==> config.mk <==
export PLATFORM = sky130hd
export DESIGN_NAME = keyboard_report_to_key_events_core_flat
export DESIGN_NICKNAME = d
export VERILOG_FILES = /design/src/rtl/core/kbdev_pkg.sv /design/src/rtl/core/kbdev_report_if.sv /design/src/rtl/core/kbdev_event_if.sv /design/src/rtl/core/kbdev_decode.sv /design/src/rtl/core/kbdev_emit.sv /design/src/rtl/core/keyboard_report_to_key_events_core.sv /design/src/flat_wrapper.sv
export VERILOG_INCLUDE_DIRS = /design/src /design/src/rtl/core
export SDC_FILE = /design/constraint.sdc
export NUM_CORES = 1
export LEC_CHECK = 0
export BUFFER_PORTS_ARGS = -buffer_cell sky130_fd_sc_hd__buf_2
export CORE_UTILIZATION = 53
export CTS_BUF_LIST = sky130_fd_sc_hd__clkbuf_8 sky130_fd_sc_hd__clkbuf_16
export DETAILED_ROUTE_END_ITERATION = 8
export PLACE_DENSITY = 0.73
export SLEW_MARGIN = 40
export SYNTH_ARGS = -nofsm -noshare
export SYNTH_HDL_FRONTEND = slang
export SYNTH_SLANG_ARGS = --single-unit
==> constraint.sdc <==
create_clock -name clk -period 6.7 [get_ports clk]
set_input_delay 0.335 -clock clk [delete_from_list [all_inputs] [get_ports clk]]
set_output_delay 0.335 -clock clk [all_outputs]
set_load 0.1 [all_outputs]
==> src/rtl/core/keyboard_report_to_key_events_core_assert.svh <==
// Assertion macros for the keyboard report decoder core.
// Expects signals named clk and rst in the scope of use.
`ifndef KEYBOARD_REPORT_TO_KEY_EVENTS_CORE_ASSERT_SVH
`define KEYBOARD_REPORT_TO_KEY_EVENTS_CORE_ASSERT_SVH

// same-cycle implication
`define KBDEV_ASSERT_NOW(lbl, ante, cons) \
  lbl: assert property (@(posedge clk) disable iff (rst) (ante) |-> (cons)) \
    else $error("kbdev: same-cycle check failed");

// next-cycle implication
`define KBDEV_ASSERT_NEXT(lbl, ante, cons) \
  lbl: assert property (@(posedge clk) disable iff (rst) (ante) |=> (cons)) \
    else $error("kbdev: next-cycle check failed");

`endif

==> src/rtl/core/kbdev_pkg.sv <==
// Shared types, constants and keycode mapping for the keyboard report decoder.
// No dependencies.
`default_nettype none

package kbdev_pkg;

  localparam int KEYS       = 6;
  localparam int MAX_EVENTS = KEYS + 1;
  localparam int EV_IDX_W   = $clog2(MAX_EVENTS);

  localparam int KC_W      = 8;
  localparam int MOD_W     = 8;
  localparam int TIME_W    = 32;
  localparam int KIND_W    = 3;
  localparam int CHAR_W    = 7;
  localparam int CFG_W     = 16;
  localparam int CFG_IDX_W = 2;

  localparam logic [CFG_IDX_W-1:0] REG_REPEAT_DELAY    = 2'd0;
  localparam logic [CFG_IDX_W-1:0] REG_REPEAT_INTERVAL = 2'd1;

  localparam logic [CFG_W-1:0] REPEAT_DELAY_RST    = 16'd400;
  localparam logic [CFG_W-1:0] REPEAT_INTERVAL_RST = 16'd45;

  localparam logic [KIND_W-1:0] KIND_CHAR   = 3'd0;
  localparam logic [KIND_W-1:0] KIND_ENTER  = 3'd1;
  localparam logic [KIND_W-1:0] KIND_BKSP   = 3'd2;
  localparam logic [KIND_W-1:0] KIND_LEFT   = 3'd3;
  localparam logic [KIND_W-1:0] KIND_RIGHT  = 3'd4;
  localparam logic [KIND_W-1:0] KIND_ESCAPE = 3'd5;

  localparam logic [KC_W-1:0] KC_NONE  = 8'h00;
  localparam logic [KC_W-1:0] KC_A     = 8'h04;
  localparam logic [KC_W-1:0] KC_Z     = 8'h1d;
  localparam logic [KC_W-1:0] KC_1     = 8'h1e;
  localparam logic [KC_W-1:0] KC_0     = 8'h27;
  localparam logic [KC_W-1:0] KC_ENTER = 8'h28;
  localparam logic [KC_W-1:0] KC_ESC   = 8'h29;
  localparam logic [KC_W-1:0] KC_BKSP  = 8'h2a;
  localparam logic [KC_W-1:0] KC_TAB   = 8'h2b;
  localparam logic [KC_W-1:0] KC_SPACE = 8'h2c;
  localparam logic [KC_W-1:0] KC_RIGHT = 8'h4f;
  localparam logic [KC_W-1:0] KC_LEFT  = 8'h50;

  localparam logic [MOD_W-1:0] MOD_LSHIFT = 8'h02;
  localparam logic [MOD_W-1:0] MOD_RSHIFT = 8'h20;

  typedef struct packed {
    logic [MOD_W-1:0]           mods;
    logic [KEYS-1:0][KC_W-1:0]  keys;
    logic [TIME_W-1:0]          now;
  } report_t;

  typedef struct packed {
    logic [KIND_W-1:0] kind;
    logic [CHAR_W-1:0] ch;
    logic [KC_W-1:0]   kc;
    logic              rep;
  } event_t;

  // slot order first, repeat event in the top entry
  typedef struct packed {
    logic [MAX_EVENTS-1:0]   valid;
    event_t [MAX_EVENTS-1:0] ev;
  } batch_t;

  typedef struct packed {
    logic [KEYS-1:0][KC_W-1:0] last_keys;
    logic [MOD_W-1:0]          last_mods;
    logic [KC_W-1:0]           held_key;
    logic [MOD_W-1:0]          hold_mods;
    logic                      held_valid;
    logic [TIME_W-1:0]         deadline;
  } kbd_state_t;

  function automatic logic shift_on(input logic [MOD_W-1:0] mods);
    return |(mods & (MOD_LSHIFT | MOD_RSHIFT));
  endfunction

  // "!@#$%^&*()"
  function automatic logic [CHAR_W-1:0] shifted_digit(input logic [3:0] idx);
    logic [CHAR_W-1:0] c;
    unique case (idx)
      4'd0:    c = 7'h21;
      4'd1:    c = 7'h40;
      4'd2:    c = 7'h23;
      4'd3:    c = 7'h24;
      4'd4:    c = 7'h25;
      4'd5:    c = 7'h5e;
      4'd6:    c = 7'h26;
      4'd7:    c = 7'h2a;
      4'd8:    c = 7'h28;
      4'd9:    c = 7'h29;
      default: c = '0;
    endcase
    return c;
  endfunction

  // US layout; zero means unmapped
  function automatic logic [CHAR_W-1:0] to_ascii(input logic [KC_W-1:0] kc, input logic sh);
    logic [KC_W-1:0]   off;
    logic [CHAR_W-1:0] c;
    off = kc - KC_A;
    c   = '0;
    if (kc >= KC_A && kc <= KC_Z) begin
      c = sh ? CHAR_W'(8'h41 + off) : CHAR_W'(8'h61 + off);
    end else if (kc >= KC_1 && kc <= KC_0) begin
      off = kc - KC_1;
      if (sh) begin
        c = shifted_digit(off[3:0]);
      end else if (kc == KC_0) begin
        c = 7'h30;
      end else begin
        c = CHAR_W'(8'h31 + off);
      end
    end else begin
      unique case (kc)
        KC_TAB:   c = 7'h09;
        KC_SPACE: c = 7'h20;
        8'h2d:    c = sh ? 7'h5f : 7'h2d;
        8'h2e:    c = sh ? 7'h2b : 7'h3d;
        8'h2f:    c = sh ? 7'h7b : 7'h5b;
        8'h30:    c = sh ? 7'h7d : 7'h5d;
        8'h31:    c = sh ? 7'h7c : 7'h5c;
        8'h33:    c = sh ? 7'h3a : 7'h3b;
        8'h34:    c = sh ? 7'h22 : 7'h27;
        8'h35:    c = sh ? 7'h7e : 7'h60;
        8'h36:    c = sh ? 7'h3c : 7'h2c;
        8'h37:    c = sh ? 7'h3e : 7'h2e;
        8'h38:    c = sh ? 7'h3f : 7'h2f;
        default:  c = '0;
      endcase
    end
    return c;
  endfunction

  function automatic logic special_key(input logic [KC_W-1:0] kc);
    return kc == KC_ENTER || kc == KC_BKSP || kc == KC_RIGHT || kc == KC_LEFT ||
           kc == KC_ESC;
  endfunction

  function automatic event_t make_event(input logic [KC_W-1:0] kc, input logic sh,
                                        input logic rep);
    event_t e;
    e.kc  = kc;
    e.rep = rep;
    e.ch  = '0;
    unique case (kc)
      KC_ESC:   e.kind = KIND_ESCAPE;
      KC_ENTER: e.kind = KIND_ENTER;
      KC_BKSP:  e.kind = KIND_BKSP;
      KC_LEFT:  e.kind = KIND_LEFT;
      KC_RIGHT: e.kind = KIND_RIGHT;
      default: begin
        e.kind = KIND_CHAR;
        e.ch   = to_ascii(kc, sh);
      end
    endcase
    return e;
  endfunction

endpackage

`default_nettype wire

==> src/rtl/core/kbdev_report_if.sv <==
// Report channel: valid/ready handshake with the boot keyboard report fields.
// Uses kbdev_pkg for field widths.
`default_nettype none

interface kbdev_report_if;
  logic                        valid;
  logic                        ready;
  logic [kbdev_pkg::MOD_W-1:0]  modifier_bits;
  logic [kbdev_pkg::KC_W-1:0]   key_slot0;
  logic [kbdev_pkg::KC_W-1:0]   key_slot1;
  logic [kbdev_pkg::KC_W-1:0]   key_slot2;
  logic [kbdev_pkg::KC_W-1:0]   key_slot3;
  logic [kbdev_pkg::KC_W-1:0]   key_slot4;
  logic [kbdev_pkg::KC_W-1:0]   key_slot5;
  logic [kbdev_pkg::TIME_W-1:0] time_ms;

  modport source (
    output valid, modifier_bits, key_slot0, key_slot1, key_slot2, key_slot3,
           key_slot4, key_slot5, time_ms,
    input  ready
  );
  modport sink (
    input  valid, modifier_bits, key_slot0, key_slot1, key_slot2, key_slot3,
           key_slot4, key_slot5, time_ms,
    output ready
  );
endinterface

`default_nettype wire

==> src/rtl/core/kbdev_event_if.sv <==
// Key event channel: valid/ready handshake with the event fields.
// Uses kbdev_pkg for field widths.
`default_nettype none

interface kbdev_event_if;
  logic                        valid;
  logic                        ready;
  logic [kbdev_pkg::KIND_W-1:0] event_kind;
  logic [kbdev_pkg::CHAR_W-1:0] char_code;
  logic [kbdev_pkg::KC_W-1:0]   key_code;
  logic                        is_repeat;
  logic                        last_event;

  modport source (
    output valid, event_kind, char_code, key_code, is_repeat, last_event,
    input  ready
  );
  modport sink (
    input  valid, event_kind, char_code, key_code, is_repeat, last_event,
    output ready
  );
endinterface

`default_nettype wire

==> src/rtl/core/kbdev_decode.sv <==
// Single-pass decode of one report against the held state: new presses,
// hold tracking and the repeat decision. Depends on kbdev_pkg.
`default_nettype none

module kbdev_decode (
  input  kbdev_pkg::report_t                rpt,
  input  kbdev_pkg::kbd_state_t             st,
  input  logic [kbdev_pkg::CFG_W-1:0]       repeat_delay,
  input  logic [kbdev_pkg::CFG_W-1:0]       repeat_interval,
  output kbdev_pkg::batch_t                 batch,
  output kbdev_pkg::kbd_state_t             st_next
);
  import kbdev_pkg::*;

  logic              changed;
  logic              sh_now;
  logic [KEYS-1:0]   seen;
  logic [KEYS-1:0]   new_press;
  logic [KEYS-1:0]   hold;
  logic              new_hold;
  logic [KC_W-1:0]   hold_key;
  logic              down;
  logic              due;
  logic [TIME_W-1:0] since;
  logic              hv;
  logic [KC_W-1:0]   hk;
  logic [MOD_W-1:0]  hm;
  logic              rep_ok;

  always_comb begin
    changed  = rpt.mods != st.last_mods;
    sh_now   = shift_on(rpt.mods);
    hold_key = st.held_key;
    batch    = '0;
    for (int i = 0; i < KEYS; i++) begin
      seen[i] = 1'b0;
      for (int j = 0; j < KEYS; j++) begin
        if (st.last_keys[j] == rpt.keys[i]) seen[i] = 1'b1;
      end
      new_press[i]   = rpt.keys[i] != KC_NONE && !seen[i];
      hold[i]        = new_press[i] && !changed;
      batch.valid[i] = new_press[i] && (!changed || special_key(rpt.keys[i])) &&
                       (special_key(rpt.keys[i]) || to_ascii(rpt.keys[i], sh_now) != '0);
      batch.ev[i]    = make_event(rpt.keys[i], sh_now, 1'b0);
      // later slots win the hold
      if (hold[i]) hold_key = rpt.keys[i];
    end
    new_hold = |hold;

    hk = hold_key;
    hm = new_hold ? rpt.mods : st.hold_mods;
    hv = new_hold || st.held_valid;

    down = new_hold;
    for (int i = 0; i < KEYS; i++) begin
      if (rpt.keys[i] == st.held_key) down = 1'b1;
    end

    // a fresh deadline is now + delay, so it is due only with zero delay
    since = rpt.now - st.deadline;
    due   = new_hold ? (repeat_delay == '0) : !since[TIME_W-1];

    rep_ok = hk == KC_BKSP || hk == KC_LEFT || hk == KC_RIGHT ||
             to_ascii(hk, shift_on(hm)) != '0;
    batch.ev[KEYS] = make_event(hk, shift_on(hm), 1'b1);

    st_next           = st;
    st_next.last_keys = rpt.keys;
    st_next.last_mods = rpt.mods;
    st_next.held_key  = hk;
    st_next.hold_mods = hm;
    st_next.held_valid = hv;
    st_next.deadline  = new_hold ? rpt.now + TIME_W'(repeat_delay) : st.deadline;

    if (hv) begin
      if (!down) begin
        st_next.held_valid = 1'b0;
      end else if (due) begin
        batch.valid[KEYS] = rep_ok;
        st_next.deadline  = rpt.now + TIME_W'(repeat_interval);
      end
    end
  end

endmodule

`default_nettype wire

==> src/rtl/core/kbdev_emit.sv <==
// Result register holding one report's events; sends them lowest slot first,
// one per cycle while the sink is ready. Depends on kbdev_pkg and kbdev_event_if.
`default_nettype none

module kbdev_emit (
  input  logic               clk,
  input  logic               rst,
  input  logic               load,
  input  kbdev_pkg::batch_t  batch,
  output logic               free,
  kbdev_event_if.source      key_event
);
  import kbdev_pkg::*;

  logic [MAX_EVENTS-1:0]   mask;
  event_t [MAX_EVENTS-1:0] evs;
  logic [MAX_EVENTS-1:0]   sel;
  logic [MAX_EVENTS-1:0]   remaining;
  logic [EV_IDX_W-1:0]     idx;
  logic                    take;
  event_t                  cur;

  always_comb begin
    sel       = mask & (~mask + 1'b1);
    remaining = mask & ~sel;
    idx       = '0;
    for (int i = MAX_EVENTS - 1; i >= 0; i--) begin
      if (mask[i]) idx = EV_IDX_W'(i);
    end
    cur  = evs[idx];
    take = (|mask) && key_event.ready;
    free = (mask == '0) || (take && remaining == '0);
  end

  assign key_event.valid      = |mask;
  assign key_event.event_kind = cur.kind;
  assign key_event.char_code  = cur.ch;
  assign key_event.key_code   = cur.kc;
  assign key_event.is_repeat  = cur.rep;
  assign key_event.last_event = remaining == '0;

  always_ff @(posedge clk) begin
    if (rst) begin
      mask <= '0;
    end else if (load) begin
      mask <= batch.valid;
    end else if (take) begin
      mask <= remaining;
    end
  end

  always_ff @(posedge clk) begin
    if (load) begin
      evs <= batch.ev;
    end
  end

endmodule

`default_nettype wire

==> src/rtl/core/keyboard_report_to_key_events_core.sv <==
// An accepted report's events become valid once it moves from input to result register.
// Throughput: one report per cycle with at most one event each while the sink is ready;
// reports with more events hold the output; the result register sends one event a cycle.
// The input register takes the next report while events still drain.
// Reset (synchronous, rst high) clears history and held key, sets delay 400 and interval 45.
`default_nettype none

module keyboard_report_to_key_events_core (
  input  logic                             clk,
  input  logic                             rst,
  input  logic                             cfg_wr_en,
  input  logic [kbdev_pkg::CFG_IDX_W-1:0]  cfg_index,
  input  logic [kbdev_pkg::CFG_W-1:0]      cfg_wdata,
  kbdev_report_if.sink                     report,
  kbdev_event_if.source                    key_event
);
  import kbdev_pkg::*;

  `include "keyboard_report_to_key_events_core_assert.svh"

  logic [CFG_W-1:0] repeat_delay;
  logic [CFG_W-1:0] repeat_interval;
  report_t          rpt;
  logic             rpt_full;
  kbd_state_t       st;
  kbd_state_t       st_next;
  batch_t           batch;
  logic             emit_free;
  logic             in_move;
  logic             in_take;

  assign in_move      = rpt_full && emit_free;
  assign report.ready = !rpt_full || emit_free;
  assign in_take      = report.valid && report.ready;

  always_ff @(posedge clk) begin
    if (rst) begin
      repeat_delay    <= REPEAT_DELAY_RST;
      repeat_interval <= REPEAT_INTERVAL_RST;
    end else if (cfg_wr_en) begin
      if (cfg_index == REG_REPEAT_DELAY) repeat_delay <= cfg_wdata;
      if (cfg_index == REG_REPEAT_INTERVAL) repeat_interval <= cfg_wdata;
    end
  end

  always_ff @(posedge clk) begin
    if (rst) begin
      rpt_full <= 1'b0;
    end else if (in_take) begin
      rpt_full <= 1'b1;
    end else if (in_move) begin
      rpt_full <= 1'b0;
    end
  end

  always_ff @(posedge clk) begin
    if (in_take) begin
      rpt.mods    <= report.modifier_bits;
      rpt.keys[0] <= report.key_slot0;
      rpt.keys[1] <= report.key_slot1;
      rpt.keys[2] <= report.key_slot2;
      rpt.keys[3] <= report.key_slot3;
      rpt.keys[4] <= report.key_slot4;
      rpt.keys[5] <= report.key_slot5;
      rpt.now     <= report.time_ms;
    end
  end

  always_ff @(posedge clk) begin
    if (rst) begin
      st <= '0;
    end else if (in_move) begin
      st <= st_next;
    end
  end

  kbdev_decode u_decode (
    .rpt             (rpt),
    .st              (st),
    .repeat_delay    (repeat_delay),
    .repeat_interval (repeat_interval),
    .batch           (batch),
    .st_next         (st_next)
  );

  kbdev_emit u_emit (
    .clk       (clk),
    .rst       (rst),
    .load      (in_move),
    .batch     (batch),
    .free      (emit_free),
    .key_event (key_event)
  );

  // a waiting item is never dropped while the result register is busy
  `KBDEV_ASSERT_NEXT(a_item_kept, rpt_full && !emit_free, rpt_full)
  // the last event of a report empties the result register unless a new one loads
  `KBDEV_ASSERT_NEXT(a_last_drains,
    key_event.valid && key_event.ready && key_event.last_event && !in_move,
    !key_event.valid)
  // a repeat event only comes from a key that stays held
  `KBDEV_ASSERT_NOW(a_repeat_held, in_move && batch.valid[KEYS], st_next.held_valid)

endmodule

`default_nettype wire
==> src/flat_wrapper.sv <==
// flat-port wrapper written by rule: the top's interface ports become plain ports
module keyboard_report_to_key_events_core_flat import kbdev_pkg::*;
  (clk, rst, cfg_wr_en, cfg_index, cfg_wdata, report_valid, report_modifier_bits, report_key_slot0, report_key_slot1, report_key_slot2, report_key_slot3, report_key_slot4, report_key_slot5, report_time_ms, report_ready, key_event_valid, key_event_event_kind, key_event_char_code, key_event_key_code, key_event_is_repeat, key_event_last_event, key_event_ready);
  kbdev_report_if report_i ();
  kbdev_event_if key_event_i ();
  input  logic clk;
  input  logic rst;
  input  logic cfg_wr_en;
  input  logic [kbdev_pkg::CFG_IDX_W-1:0] cfg_index;
  input  logic [kbdev_pkg::CFG_W-1:0] cfg_wdata;
  input wire logic [$bits(report_i.valid)-1:0] report_valid;
  input wire logic [$bits(report_i.modifier_bits)-1:0] report_modifier_bits;
  input wire logic [$bits(report_i.key_slot0)-1:0] report_key_slot0;
  input wire logic [$bits(report_i.key_slot1)-1:0] report_key_slot1;
  input wire logic [$bits(report_i.key_slot2)-1:0] report_key_slot2;
  input wire logic [$bits(report_i.key_slot3)-1:0] report_key_slot3;
  input wire logic [$bits(report_i.key_slot4)-1:0] report_key_slot4;
  input wire logic [$bits(report_i.key_slot5)-1:0] report_key_slot5;
  input wire logic [$bits(report_i.time_ms)-1:0] report_time_ms;
  output wire logic [$bits(report_i.ready)-1:0] report_ready;
  output wire logic [$bits(key_event_i.valid)-1:0] key_event_valid;
  output wire logic [$bits(key_event_i.event_kind)-1:0] key_event_event_kind;
  output wire logic [$bits(key_event_i.char_code)-1:0] key_event_char_code;
  output wire logic [$bits(key_event_i.key_code)-1:0] key_event_key_code;
  output wire logic [$bits(key_event_i.is_repeat)-1:0] key_event_is_repeat;
  output wire logic [$bits(key_event_i.last_event)-1:0] key_event_last_event;
  input wire logic [$bits(key_event_i.ready)-1:0] key_event_ready;
  assign report_i.valid = report_valid;
  assign report_i.modifier_bits = report_modifier_bits;
  assign report_i.key_slot0 = report_key_slot0;
  assign report_i.key_slot1 = report_key_slot1;
  assign report_i.key_slot2 = report_key_slot2;
  assign report_i.key_slot3 = report_key_slot3;
  assign report_i.key_slot4 = report_key_slot4;
  assign report_i.key_slot5 = report_key_slot5;
  assign report_i.time_ms = report_time_ms;
  assign report_ready = report_i.ready;
  assign key_event_valid = key_event_i.valid;
  assign key_event_event_kind = key_event_i.event_kind;
  assign key_event_char_code = key_event_i.char_code;
  assign key_event_key_code = key_event_i.key_code;
  assign key_event_is_repeat = key_event_i.is_repeat;
  assign key_event_last_event = key_event_i.last_event;
  assign key_event_i.ready = key_event_ready;
  keyboard_report_to_key_events_core u_core (.clk(clk), .rst(rst), .cfg_wr_en(cfg_wr_en), .cfg_index(cfg_index), .cfg_wdata(cfg_wdata), .report(report_i), .key_event(key_event_i));
endmodule
Word level (Yosys, flattened, before mapping)
Memory sizes are Yosys's and may differ from the RTL's.
Cells that the tools add are included.
Word-level totals
  register bits: 357
  bits in latches: 0
  RAM bits: 0
  ROM bits: 1568
  bits of input ports: 111
  output and inout bits: 22
  logic and storage cells: 597
  memories: 14
Memory list
  (no name shown): words 16, bits a word 7, rd ports 1, clocked after memory_dff 0, wr ports 0, RTL line kbdev_pkg.sv:83  | unique case (idx)
  (no name shown): words 16, bits a word 7, rd ports 1, clocked after memory_dff 0, wr ports 0, RTL line kbdev_pkg.sv:83
  (no name shown): words 16, bits a word 7, rd ports 1, clocked after memory_dff 0, wr ports 0, RTL line kbdev_pkg.sv:83
  (no name shown): words 16, bits a word 7, rd ports 1, clocked after memory_dff 0, wr ports 0, RTL line kbdev_pkg.sv:83
  (no name shown): words 16, bits a word 7, rd ports 1, clocked after memory_dff 0, wr ports 0, RTL line kbdev_pkg.sv:83
  (no name shown): words 16, bits a word 7, rd ports 1, clocked after memory_dff 0, wr ports 0, RTL line kbdev_pkg.sv:83
  +8 memories
Cells by class
  $add $sub $neg: 39
  $mul: 0
  div/mod/pow operators: 0
  magnitude comparators: 29
  equal/unequal tests: 177
  shift operators: 0
  mux-type cells: 163
  bitwise operators: 4
  reduce and logical (&&, ||, !) cells: 126
Operators with widths (count)
  8-bit by 6-bit == test with 1-bit output, second input constant: 119
  7-bit case mux with 13 select lines: 7
  7-bit two-way mux: 60
  8-bit == test: 42
  8-bit by 7-bit == test with 1-bit output, second input constant: 14
  3-bit case mux with 5 select lines: 7
  7-bit adder, first input constant: 14
  32-bit two-way mux: 3
  32-bit by 16-bit adder with 32-bit output: 2
  19-bit binary-select mux with 3-bit select: 1
  8-bit by 3-bit greater-or-equal comparator with 1-bit output, second input constant: 7
  8-bit by 5-bit greater-or-equal comparator with 1-bit output, second input constant: 7
  8-bit by 5-bit less-or-equal comparator with 1-bit output, second input constant: 7
  8-bit by 6-bit less-or-equal comparator with 1-bit output, second input constant: 7
  1-bit two-way mux: 51
  5-bit two-way mux: 10
  6-bit by 7-bit adder with 7-bit output, first input constant: 7
  7-bit nonzero test: 7
  7-bit by 3-bit subtractor with 7-bit output, second input constant: 7
  7-bit by 5-bit subtractor with 7-bit output, second input constant: 7
  8-bit two-way mux: 6
  8-bit nonzero test: 6
  1-bit logical AND: 42
  1-bit logical OR: 42
  other kinds (21): 56

Depth between registers and ports, before layout
  depth after elaboration: 28
  gate-level depth with buffers: 27
  gate-level depth less buffers: 22

Hierarchy
Synthesis repeated with hierarchy kept, for this count alone.
Second synthesis, totals
  cells, all modules: 3767
  area, all modules: 32392.3 um^2
Modules (own cells, without submodules)
  kbdev_decode: instances 1, cells each 2733, area an instance 18322.6 um^2, seq. area each 0.0 um^2
  keyboard_report_to_key_events_core: instances 1, cells each 707, area an instance 8640.8 um^2, seq. area each 5405.2 um^2
  kbdev_emit: instances 1, cells each 327, area an instance 5429.0 um^2, seq. area each 4134.0 um^2

Worst setup path before layout
No wires, ideal clock.
  kind: reg-to-reg
  start: reg u_core.u_emit.mask[0]
  end: reg, netlist name u_core.rpt[0]
  library setup time: 0.563 ns
  arrival time: 7.434 ns
  required time: 6.137 ns
  setup slack: -1.297 ns
  cell stages (with the launch flop): 10
  path buffers: 1
  clock period less this slack: 7.997 ns
  path through: dfxtp_1 clkbuf_1 nor4_1 nand2_1 a21o_1 a21oi_1 nand2_1 nand2_1 inv_1 a21oi_1
Between the ends
  cells in the longest elaborated chain, start to end: 10
  elaborated cells on any way between the ends: 13
  classes of those cells: add/sub (1); bitwise (4); reduce/logical (8)
Ends and longest elaborated chain
  start, declared: RTL line kbdev_emit.sv:15  | logic [MAX_EVENTS-1:0] mask;
  start signal, assigned: RTL line kbdev_emit.sv:46  | mask <= batch.valid;
  start signal, assigned: RTL line kbdev_emit.sv:48  | mask <= remaining;
  7-bit inverter: RTL line kbdev_emit.sv:24  | sel = mask & (~mask + 1'b1);
  7-bit by 1-bit adder with 7-bit output: RTL line kbdev_emit.sv:24
  7-bit bitwise AND: RTL line kbdev_emit.sv:24
  7-bit inverter: RTL line kbdev_emit.sv:25  | remaining = mask & ~sel;
  7-bit bitwise AND (*): RTL line kbdev_emit.sv:25
  7-bit logical NOT (*)
  net key_event_last_event: RTL line flat_wrapper.sv:26  | output wire logic [$bits(key_event_i.last_event)-1:0] key_event_last_event;
  1-bit logical AND (*): RTL line kbdev_emit.sv:32  | free = (mask == '0) || (take && remaining == '0);
  1-bit logical OR (*): RTL line kbdev_emit.sv:32
  1-bit logical OR (*): RTL line keyboard_report_to_key_events_core.sv:33  | assign report.ready = !rpt_full || emit_free;
  1-bit logical AND (*): RTL line keyboard_report_to_key_events_core.sv:34  | assign in_take = report.valid && report.ready;
  net u_core.in_take: RTL line keyboard_report_to_key_events_core.sv:30  | logic in_take;
Mark *: on every way through the listed nets, which the timed path passes. The rest lies on a longest branch.
A chain may end at the register's enable or synchronous reset.

Final worst setup path
  start: reg, netlist name u_core.rpt[75]
  end: reg u_core.u_emit.mask[6]
Between the ends
  cells in the longest elaborated chain, start to end: 23
  elaborated cells on any way between the ends: 83
  classes of those cells: add/sub (5); order compare (4); eq/ne (24); mux (36); reduce/logical (13); memory (1)
Ends and longest elaborated chain
  8-bit == test: RTL line kbdev_decode.sv:38  | if (st.last_keys[j] == rpt.keys[i]) seen[i] = 1'b1;
  1-bit two-way mux (6 in series): RTL line kbdev_decode.sv:38
  1-bit logical NOT: RTL line kbdev_decode.sv:40  | new_press[i] = rpt.keys[i] != KC_NONE && !seen[i];
  1-bit logical AND: RTL line kbdev_decode.sv:40
  1-bit logical AND: RTL line kbdev_decode.sv:41  | hold[i] = new_press[i] && !changed;
  8-bit two-way mux or 6-bit OR reduction (tied branches): RTL line kbdev_decode.sv:46, kbdev_decode.sv:48
  7-bit by 5-bit subtractor with 7-bit output or 6-bit two-way mux (tied branches): RTL line kbdev_pkg.sv:108, kbdev_decode.sv:51
  6-bit by 7-bit adder with 7-bit output or 2-bit OR reduction (tied branches): RTL line kbdev_pkg.sv:114, kbdev_pkg.sv:77
  (+2 left out)
  7-bit two-way mux: RTL line kbdev_pkg.sv:107  | end else if (kc >= KC_1 && kc <= KC_0) begin
  7-bit two-way mux: RTL line kbdev_pkg.sv:105  | if (kc >= KC_A && kc <= KC_Z) begin
  7-bit nonzero test: RTL line kbdev_decode.sv:64  | to_ascii(hk, shift_on(hm)) != '0;
  1-bit logical OR: RTL line kbdev_decode.sv:63  | rep_ok = hk == KC_BKSP || hk == KC_LEFT || hk == KC_RIGHT ||
  1-bit two-way mux: RTL line kbdev_decode.sv:78  | end else if (due) begin
  1-bit two-way mux: RTL line kbdev_decode.sv:76  | if (!down) begin
  1-bit two-way mux (*): RTL line kbdev_decode.sv:75  | if (hv) begin
  7-bit two-way mux (*): RTL line kbdev_emit.sv:45  | end else if (load) begin
Every way passes the cells marked *; elsewhere a longest branch is shown, timed or not.

==> flow_metrics.tcl <==
set metrics [dict create \
    cp.arrival_ns 6.48 \
    max_freq_mhz 166 \
    whs_ns 0.0588 \
    fin_tns_setup_ns 0 \
    fin_crit_ns 6.03 \
    cts_buffers 43 \
    skew_ns 0.0208 \
    setup_viol 0 \
    synth_area_mm2 0.0292 \
    drt_wl_total_um 96600 \
    grt.busiest_layer "met2" \
    yosysWarnings 0 \
    p_comb_frac 0.190 \
    numClockSinks 353 \
    rows 85 \
    drt_pass1_iterations 6 \
    min_path_type "input pin to flip-flop" \
    drc 0 \
    drt_iter0_markers 3596 \
    drv_slew 0 \
    htreeDepth 2 \
    die_area_mm2 0.0561 \
    core_area_mm2 0.0541 \
    die_w_um 237 \
    min_from "report_valid" \
    antenna_found_initial 1 \
    powerDensity_mw_per_mm2 189 \
    tightest_slew_ns 0.927 \
    finalCritPeriodShare 0.900 \
    async_flop_share 0 \
    synth-seq-cells 353 \
    synth_area_per_cell_um2 8.33 \
    place_hpwl_um 67500 \
    clkPwrFrac 0.394 \
    cp-end-kind "flip-flop" \
    path_max_fanout 18 \
    tritoncts "built" \
    met1_usage 0.465 \
    slew_headroom 0.382 \
    ys.flop_type "edfxtp_1" \
    portBuffers 132 \
    clk_latency_ns 0.60 \
    switching_power_mw 1.86 \
    layout.cells.non_filler 4314 \
    crit_required_ns 7.15 \
    p_int_mw 4.29 \
    area_delta_synth_final_pct 11.6 \
    grt_max_degree 96 \
    hold_violations 0 \
    clk_pin_slew_ns 0.06 \
    r2r_setup_slack_ns 0.67 \
    leakage_nw 12.7 \
    status "completed" \
    yosysSeqAreaShare 0.315 \
    drv_cap 0 \
    boundaryPins 133 \
    cts_hold_buf 104 \
    numPlacedInstances 4125 \
    ant_nets 0 \
    vias_per_cell 6.37 \
    synth.distinct_cells 107 \
    grtUsageMet3 0.0481 \
    gr-usage-met2 0.533 \
    grt_pass1_wl_um 149000 \
    min_delay_path_depth 3 \
    finalNetCount 3863 \
    post_cts_buffers 0 \
    synth_edf_count 214 \
    clockBufferDepth 3 \
    grt_setup_unrepaired "false" \
    switching_share 0.303 \
    drive_gt1_frac 0.0987 \
    synthCells 3508 \
    cp-start-kind "flip-flop" \
    overflow 0 \
    routedWlPerCell_um 22.4 \
    vias 27475 \
    clock-root-buffer "clkbuf_16" \
    worst-setup-path-type "flip-flop to flip-flop" \
    holdPathEnd "u_core.rpt_full$_SDFFE_PP0P_" \
    dieHeight_um 237 \
    r2r_start "u_core.rpt[75]$_DFFE_PP_" \
    irDropWorstVdd_uv 262 \
    syn_nets 3789 \
    grt_use_total 0.338 \
    grt_pass1_vias 25781 \
    cts_resized 0 \
    start_util 0.540 \
    r2r_end "u_core.u_emit.mask[6]$_SDFFE_PP0P_" \
    reg2reg_depth 18 \
    seqPwrFrac 0.416 \
    gp_congestion 1.02 \
]
## per-layer routing
layer	wire length [um]	vias up
met5	0	-
met4	4020	0
met3	9340	234
met2	43100	1630
met1	40200	12981
li1	-	12630
## final cells by class
class | count | area [um2]
clock inverters | 32 | 314
repair buffers | 309 | 2320
inverters | 117 | 449
clock buffers | 48 | 1140
multi-input cells | 2758 | 18300
diodes | 1 | 2.50
well taps | 696 | 871
flip-flops and latches | 353 | 9210
fillers | 4635 | 21500
## worst max-delay path by stage
stage / from / end / slack, ns
floorplan: u_core.u_emit.mask[0]$_SDFFE_PP0P_ / u_core.rpt[0]$_DFFE_PP_ / 0.68
global placement: u_core.rpt[75]$_DFFE_PP_ / u_core.u_emit.mask[6]$_SDFFE_PP0P_ / 0.94
detailed placement: u_core.rpt[75]$_DFFE_PP_ / u_core.u_emit.mask[6]$_SDFFE_PP0P_ / 0.90
CTS: u_core.rpt[75]$_DFFE_PP_ / u_core.u_emit.mask[6]$_SDFFE_PP0P_ / 0.81
global route: u_core.rpt[75]$_DFFE_PP_ / u_core.u_emit.mask[6]$_SDFFE_PP0P_ / 0.28
finish: u_core.rpt[75]$_DFFE_PP_ / u_core.u_emit.mask[6]$_SDFFE_PP0P_ / 0.67
## cells by family after synthesis
family / Yosys count / share of synthesized area
compound gates: 866 / 0.191
xor+xnor: 470 / 0.141
fa+ha+maj: 180 / 0.0767
buf+inv: 397 / 0.0612
flops: 353 / 0.315
mux: 41 / 0.0219
simple gates: 1201 / 0.193
## cell usage after synthesis, drive strengths merged, types with 115 or more instances
cell / n / share of area
nand2: 502 / 0.065
a21oi: 345 / 0.059
dfxtp: 139 / 0.095
clkbuf: 129 / 0.017
nor2: 249 / 0.032
o21ai: 151 / 0.026
ha: 168 / 0.072
inv: 115 / 0.015
xor2: 280 / 0.084
xnor2: 190 / 0.057
edfxtp: 214 / 0.22
buf: 151 / 0.029
## stage by stage
stage / cell area (um2) / setup slack, ns / power, mW / util
after floorplan: 29200 / 0.683 / 3.37 / -
after global placement: 30000 / 0.939 / 3.67 / 0.554
after detailed placement: 30000 / 0.905 / 3.68 / 0.555
after CTS: 32500 / 0.813 / 6.14 / 0.601
after global routing: 32600 / 0.278 / 6.35 / 0.602
final: 32600 / 0.672 / 6.15 / 0.602
## registers in the layout, indices dropped and copies added (netlist names)
register,count
u_core.repeat_interval,16
u_core.repeat_delay,16
u_core.rpt_full,1
u_core.u_emit.evs,126
u_core.st,99
u_core.u_emit.mask,7
u_core.rpt,88
## critical path, stage by stage, from the launching register on
cell and delay (ns):
edfxtp_1 0.89, inv_1 0.33, ha_1 0.37, nand4b_1 0.16
o2111ai_2 0.19, or2_1 0.39, a31o_1 0.31, a2111oi_2 0.61
nor2_1 0.27, inv_1 0.17, ha_1 0.32, and2_1 0.31
nor3_1 0.11, o22ai_2 0.49, o21bai_1 0.24, a21oi_1 0.09
nor4_1 0.25, and4_1 0.24, a311oi_2 0.10
## power by group through the flow
stage	Sequential (mW)	Combinational (mW)	Clock, mW
final	2.56	1.17	2.42
after global routing	2.56	1.27	2.52
after global placement	2.60	1.07	0
after detailed placement	2.60	1.08	0
after CTS	2.56	1.14	2.45
after floorplan	2.49	0.882	0
## cells in the final DEF (no fill, tap or decap), types with 30 or more instances in the layout
cell type / n
xor2_1: 280
nand2_1: 498
nand2b_1: 30
xnor2_1: 188
a21o_1: 35
nor3_1: 52
nand4_1: 57
nor2b_1: 38
buf_4: 65
inv_1: 125
nor4_1: 72
o21ai_0: 142
clkbuf_16: 43
dlygate4sd3_1: 104
nor2_1: 244
nand3_1: 75
dfxtp_1: 139
buf_2: 131
a21oi_1: 344
ha_1: 168
edfxtp_1: 214
(Power assumes the default switching activity.)
